==> src/rtl/pvmr_pkg.sv <==
`timescale 1ns / 1ps

package pvmr_pkg;

  // Mix block geometry
  localparam int BLOCK_BYTES = 32768;
  localparam int SLOT_AW     = $clog2(BLOCK_BYTES);
  localparam int SLOT_W      = $clog2(BLOCK_BYTES + 1);
  localparam int SAMP_W      = 16;

  // Configuration port
  localparam int PADDR_W = 4;
  localparam int PDATA_W = 32;

  localparam logic [1:0] REG_OUT_RATE   = 2'd0;
  localparam logic [1:0] REG_OUT_WIDE   = 2'd1;
  localparam logic [1:0] REG_OUT_TWO_CH = 2'd2;

  typedef enum logic [1:0] {
    OP_FRAME = 2'd0,
    OP_VOICE = 2'd1,
    OP_CLEAR = 2'd2,
    OP_READ  = 2'd3
  } opcode_t;

  typedef enum logic [2:0] {
    ST_CLEAR,
    ST_IDLE,
    ST_EXEC,
    ST_ISSUE,
    ST_DONE
  } state_t;

  typedef struct packed {
    logic [1:0] rate_code;
    logic       wide;
    logic       two_channel;
  } cfg_t;

  typedef struct packed {
    logic [1:0]               opcode;
    logic [1:0]               src_rate_code;
    logic                     src_wide;
    logic                     src_two_channel;
    logic signed [SAMP_W-1:0] left_in;
    logic signed [SAMP_W-1:0] right_in;
    logic [14:0]              read_slot;
  } cmd_t;

  typedef struct packed {
    logic              accepted;
    logic [SAMP_W-1:0] read_data;
    logic [15:0]       fill_bytes;
  } res_t;

endpackage

==> src/rtl/pvmr_apb_regs.sv <==
`timescale 1ns / 1ps

// Output format registers behind an APB-style port
module pvmr_apb_regs (
  input  logic                         clk,
  input  logic                         rst,
  input  logic                         psel,
  input  logic                         penable,
  input  logic                         pwrite,
  input  logic [pvmr_pkg::PADDR_W-1:0] paddr,
  input  logic [pvmr_pkg::PDATA_W-1:0] pwdata,
  output logic [pvmr_pkg::PDATA_W-1:0] prdata,
  output logic                         pready,
  output pvmr_pkg::cfg_t               cfg
);

  logic       wr_en;
  logic [1:0] reg_idx;

  assign pready  = 1'b1;
  assign wr_en   = psel & penable & pwrite;
  assign reg_idx = paddr[3:2];

  // Register writes
  always_ff @(posedge clk) begin
    if (rst) begin
      cfg.rate_code   <= 2'd1;
      cfg.wide        <= 1'b1;
      cfg.two_channel <= 1'b1;
    end else if (wr_en) begin
      unique case (reg_idx)
        pvmr_pkg::REG_OUT_RATE:   cfg.rate_code   <= pwdata[1:0];
        pvmr_pkg::REG_OUT_WIDE:   cfg.wide        <= pwdata[0];
        pvmr_pkg::REG_OUT_TWO_CH: cfg.two_channel <= pwdata[0];
        default: ;
      endcase
    end
  end

  // Read mux
  always_comb begin
    unique case (reg_idx)
      pvmr_pkg::REG_OUT_RATE:   prdata = pvmr_pkg::PDATA_W'(cfg.rate_code);
      pvmr_pkg::REG_OUT_WIDE:   prdata = pvmr_pkg::PDATA_W'(cfg.wide);
      pvmr_pkg::REG_OUT_TWO_CH: prdata = pvmr_pkg::PDATA_W'(cfg.two_channel);
      default:                  prdata = '0;
    endcase
  end

endmodule

==> config.mk <==
export PLATFORM = sky130hd
export DESIGN_NAME = pvmr_apb_regs
export DESIGN_NICKNAME = d
export VERILOG_FILES = /design/src/rtl/pvmr_pkg.sv /design/src/rtl/pvmr_apb_regs.sv
export SDC_FILE = /design/constraint.sdc
export NUM_CORES = 1
export LEC_CHECK = 0
export BUFFER_PORTS_ARGS = -buffer_cell sky130_fd_sc_hd__buf_2
export CORE_MARGIN = 2
export CORE_UTILIZATION = 27
export DETAILED_ROUTE_END_ITERATION = 10
export PLACE_DENSITY_LB_ADDON = 0.25
export SYNTH_ARGS = -nofsm -noshare
export SYNTH_HDL_FRONTEND = slang
export SYNTH_SLANG_ARGS = --single-unit
==> constraint.sdc <==
create_clock -name clk -period 0.8 [get_ports clk]
set_input_delay 0 -clock clk [delete_from_list [all_inputs] [get_ports clk]]
set_output_delay 0 -clock clk [all_outputs]
set_load 0.02 [all_outputs]
==> flow_metrics.tcl, run 1 <==
set metrics [dict create \
    outcome "finished, violations left" \
    violations "setup timing" \
    core_um2 1559 \
    synth.area.top_cells "buf_4 (50%), dfxtp_1 (17%), mux2i_1 (11%), nor3b_2 (5.4%), nor2_1 (3.2%)" \
    top_regs "cfg (4)" \
    dieArea_um2 2062 \
    place_inst 83 \
    synth-xor-area-share_pct 0 \
    leakage_uw 0.0002656 \
    clock_latency_ns 0.23 \
    reg2reg_slack_ns 0.07 \
    intPower_uw 415.1 \
    vias 316 \
    critPathArrivalTime_ns 0.91 \
    synthAdderAreaFrac_pct 0 \
    grt_max_degree 7 \
    syn_to_final_growth_pct 15.95 \
    die_w_um 45.41 \
    grtUsageTotal_pct 6.846 \
    fill_cells 173 \
    fin_cells 89 \
    async_reset_ff_share_pct 0 \
    h-tree-depth 1 \
    clockPowerShare_pct 36.7 \
    yosys.area.top_type_share_pct 50.27 \
    cts_buffers 3 \
    cts_tree "built" \
    worst_slack_ns -0.1080 \
    drc 0 \
    fin_skew_ns 0 \
    drt_iter0_drc 2 \
    ys.flop_type "dfxtp_1" \
    final-setup-viol-count 3 \
    drive_above_1_share_pct 42.47 \
    drv_cap 0 \
    period_needed_ns 0.9080 \
    final_nets 116 \
    drt-total-wl_um 695 \
    first_pass_iters 4 \
    ctsHoldBuffers 0 \
    synth.most_common_cell "buf_4" \
    max_flop_register "cfg" \
    pwr-share-comb_pct 32.5 \
    finalHoldViolCount 0 \
    largest_reg_flops 4 \
    min_path_type "in -> reg" \
    cp-end-kind "output pin" \
    ir_drop_mv 0.7000 \
    p_switching_uw 252.4 \
    portBuffers 14 \
    cp-start-kind "flop" \
    synthMuxAreaShare_pct 10.81 \
    synth-edff-count 0 \
    die_h_um 45.41 \
    grt_pass1_vias 243 \
    synth_top_area_cell "buf_4" \
    cts.reportedPaths.clkPinSlew_ns 0.04 \
    yosys_warnings 0 \
    antenna_left 0 \
    crit_fanout 2 \
    wire_per_inst_um 7.809 \
    ys_seq_area_share_pct 17.30 \
    initial_core_util_pct 29.70 \
    clockBufferDepth 2 \
    ys_top_cells_by_count "buf_4 (31), mux2i_1 (5), dfxtp_1 (4), nor2_1 (4)" \
    grt_pass1_wl_um 945 \
    ys_seq_elements 4 \
    viasPerCell 3.551 \
    required_ns 0.80 \
    antennaDiodeCount 0 \
    place_congestion 0.6308 \
    power.density_nw_per_um2 1244 \
    pin_count 78 \
    critPathKind "reg -> out" \
    antenna_found_initial 0 \
    rows 14 \
    syn_area_um2 462.9 \
    synth_cell_types 12 \
    min_period_over_period_pct 113.5 \
    seqPwrFrac_pct 30.8 \
    maxSlewViolCount 0 \
    synth_top_family_by_area "buffers and inverters" \
    cts_sinks 4 \
    rsz0062_at_grt "true" \
    synth_compound_area_share_pct 1.081 \
    final_core_util_pct 34.43 \
    post_synth.cell_area_avg_um2 8.417 \
    synth-simple-area-share_pct 18.92 \
    syn-instance-count 55 \
    post-dp-hpwl_um 582 \
    overflow 0 \
    swShare_pct 37.81 \
    finalPower_uw 667.5 \
    fmax_mhz 1101 \
    root_buffer "clkbuf_4" \
]
-- power by group through the flow --
stage | sequential, uW | clock [uW] | combinational (uW)
after floorplan | 211 | 0 | 271
after global placement | 208 | 0 | 200
after detailed placement | 208 | 0 | 201
after CTS | 205 | 254 | 213
after global routing | 206 | 261 | 233
final | 205 | 245 | 217
-- cell usage in the layout, fill, tap and decap left out --
master	instances
buf_2	8
buf_4	3
buf_6	6
clkbuf_4	3
conb_1	31
dfxtp_1	1
dfxtp_2	3
mux2i_1	4
mux2i_2	1
nand2b_1	2
nand3_2	1
nand3b_1	1
nor2_1	3
nor2_2	1
nor3_2	1
nor3b_2	2
nor3b_4	1
o21ai_2	1
-- routing by layer --
metal | GRT usage (%) | vias up | routed length [um]
met5 | 0 | - | 0
li1 | - | 149 | -
met2 | 10.14 | 31 | 333
met3 | 3.571 | 2 | 92
met4 | 5.294 | 0 | 7
met1 | 7.229 | 134 | 261
-- path summary, 6_finish.rpt --
path             start   endpoint  cells after the start
max             cfg[2]  prdata[0]                      3
min reg2reg     cfg[0]     cfg[0]                      2
max reg2reg     cfg[2]     cfg[2]                      3
min          pwdata[1]     cfg[3]                      3
-- cell families after synthesis --
logic type / Yosys count
simple gates: 12
compound gates: 1
mux: 5
buf+inv: 31
other cells: 2
flops: 4
-- critical path, stage by stage (launching register included) --
cell and delay, ns:
dfxtp_2 0.32, mux2i_2 0.16, o21ai_2 0.07, buf_6 0.13
-- per-stage QoR --
stage               TNS (ns)  setup WS [ns]  area, um2  hold slack, ns
global route         -0.2773        -0.1598      536.8         0.03755
finish               -0.1690        -0.1080      536.8         0.02159
floorplan                  0       0.005076      586.8         0.03618
detailed placement         0        0.05856      444.2          0.2683
global placement           0        0.07350      444.2          0.2673
CTS                  -0.2017        -0.1346      528.0         0.01820
-- layout make-up --
class | count | area (um2) | share of cell area [%]
Timing Repair Buffer | 17 | 130.1 | 24.24
Multi-Input combinational cell | 49 | 280.3 | 52.21
Sequential cell | 4 | 83.83 | 15.62
Clock buffer | 3 | 22.52 | 4.196
Tap cell | 16 | 20.02 | 3.730
-- timing repair --
action,CTS,global route
endpoints found under the setup margin,2,7
pin swaps,1,1
buffers inserted,3,0
gates resized for setup,14,3
Power figures use the tool's default switching activity.
==> inputs of run 2 (changes only) <==
--- a/config.mk
+++ b/config.mk
@@ -9,7 +9,8 @@
 export CORE_MARGIN = 2
 export CORE_UTILIZATION = 27
 export DETAILED_ROUTE_END_ITERATION = 10
-export PLACE_DENSITY_LB_ADDON = 0.25
+export PLACE_DENSITY = 0.75
+export SKIP_LAST_GASP = 1
 export SYNTH_ARGS = -nofsm -noshare
 export SYNTH_HDL_FRONTEND = slang
 export SYNTH_SLANG_ARGS = --single-unit
==> run 2 against run 1 <==
  * The flow still finishes with violations (setup timing)
  * First-iteration DRC count rose to 2.5 times the previous value
  * Flip-flop and latch count unchanged
  * Non-clock buffer count rose by 1
  * Highest routed layer is now met3
==> flow_metrics.tcl, run 2 (synthesis gave the netlist of run 1 again) <==
set metrics [dict create \
    cp-end-kind "output pin" \
    final-setup-viol-count 6 \
    maxSlewViolCount 0 \
    min_from "pwdata[1]" \
    pin_count 78 \
    cts_tree "built" \
    top_regs "cfg (4)" \
    seqCellArea_um2 85.08 \
    critical_path.max_stage_delay_ns 0.32 \
    dieArea_um2 2062 \
    die_w_um 45.41 \
    first_pass_iters 2 \
    ir_drop_mv 0.4389 \
    finalHoldViolCount 0 \
    syn_to_final_growth_pct 14.05 \
    min_period_over_period_pct 113.1 \
    critical-path-slowest-cell "dfxtp_2" \
    clock_latency_ns 0.23 \
    hold-path-endpoint "cfg[3]" \
    place_congestion 0.6202 \
    critPathArrivalTime_ns 0.90 \
    drv_cap 0 \
    grt_max_degree 7 \
    required_ns 0.80 \
    post-dp-hpwl_um 615.9 \
    ctsHoldBuffers 0 \
    die_h_um 45.41 \
    period_needed_ns 0.9047 \
    finalHoldWorstSlack_ns 0.02438 \
    root_buffer "clkbuf_4" \
    drive_above_1_share_pct 43.24 \
    wire_per_inst_um 7.911 \
    portBuffers 14 \
    grtUsageTotal_pct 7.673 \
    core_um2 1559 \
    clockBufferDepth 2 \
    cts.reportedPaths.clkPinSlew_ns 0.04 \
    fmax_mhz 1105 \
    multi_input_area_um2 277.8 \
    place_ws_ns 0.05263 \
    drt_iter0_drc 5 \
    fin_area_um2 528.0 \
    worst_slack_ns -0.1047 \
    antenna_left 0 \
    r2r-start "cfg[1]" \
    drc 0 \
    fill_cells 173 \
    vias 318 \
    rows 14 \
    power.density_nw_per_um2 1266 \
    rsz0062_at_grt "true" \
    final_cell_mix "conb_1 (31), buf_2 (11)" \
    cts_sinks 4 \
    cp-start-kind "flop" \
    final_common_cell "conb_1" \
    h-tree-depth 1 \
    overflow 0 \
    critPathKind "reg -> out" \
    min_delay_path_depth 3 \
    max_flop_register "cfg" \
    cts_buffers 3 \
    final_core_util_pct 33.87 \
    reg2reg_slack_ns -0.03 \
    largest_reg_flops 4 \
    initial_core_util_pct 29.70 \
    cp_cell_sequence "mux2i_2 > o21ai_2 > buf_6" \
    crit_fanout 2 \
    drt-total-wl_um 712 \
    rr_endpoint "cfg[1]" \
    viasPerCell 3.533 \
    fin_skew_ns 0 \
    grt_pass1_vias 263 \
    leakage_uw 0.0002645 \
    violations "setup timing" \
    placed_area_um2 444.2 \
    outcome "finished, violations left" \
    final_nets 117 \
    grt_pass1_wl_um 1028 \
    antenna_found_initial 0 \
    worstRegToRegCells 4 \
    min_path_type "in -> reg" \
    antennaDiodeCount 0 \
]
run 2: critical path, delay by kind of cell (launching register included):
kind            cells  cell delay (ns)
buf+inv             1             0.13
flops               1             0.32
compound gates      1             0.08
mux                 1             0.15
run 2: repair_timing:
item / in CTS / in global routing
buffers inserted: 1 / 3
pin swaps: 1 / 1
resized for setup: 6 / 6
hold endpoints to repair: 0 / 0
setup endpoints to repair: 2 / 4
run 2: per-layer routing:
layer  GRT usage, %  vias up  wire, um  part of all wire [%]
met2          11.83       28       381                    54
met5              0        -         0                     0
li1               -      153         -                     -
met3          4.762        0        86                    12
met1          6.780      137       244                    34
met4          7.059        0         0                     0
run 2: cell type report:
| type | instances | area share, % |
|---|---|---|
| tap | 16 | 3.791 |
| multi-input combinational | 49 | 52.61 |
| clock buffer | 3 | 4.265 |
| timing repair buffer | 18 | 23.22 |
| sequential | 4 | 16.11 |
run 2: worst max path at each step:
stage	start	to	slack [ns]	depth (start not counted)
after CTS	cfg[1]	prdata[0]	-0.14	3
after global routing	cfg[1]	prdata[0]	-0.17	3
after detailed placement	paddr[3]	cfg[3]	0.05	3
final	cfg[1]	prdata[0]	-0.10	3
after global placement	paddr[3]	cfg[2]	0.1	3
after floorplan	cfg[1]	prdata[0]	0.005	2
run 2: where the power goes:
part | switching [uW] | internal (uW) | total, uW
Clock | 79.7 | 168 | 247
Sequential | 1.73 | 204 | 205
Combinational | 173 | 43.0 | 216
Total | 254 | 414 | 668
run 2: through the flow:
stage	instances	power, uW	TNS, ns
final	90	668.4	-0.3319
after global routing	90	727.7	-0.6192
after CTS	87	677.6	-0.2787
after detailed placement	83	410.1	0
after global placement	83	407.4	0
after floorplan	84	482.7	0
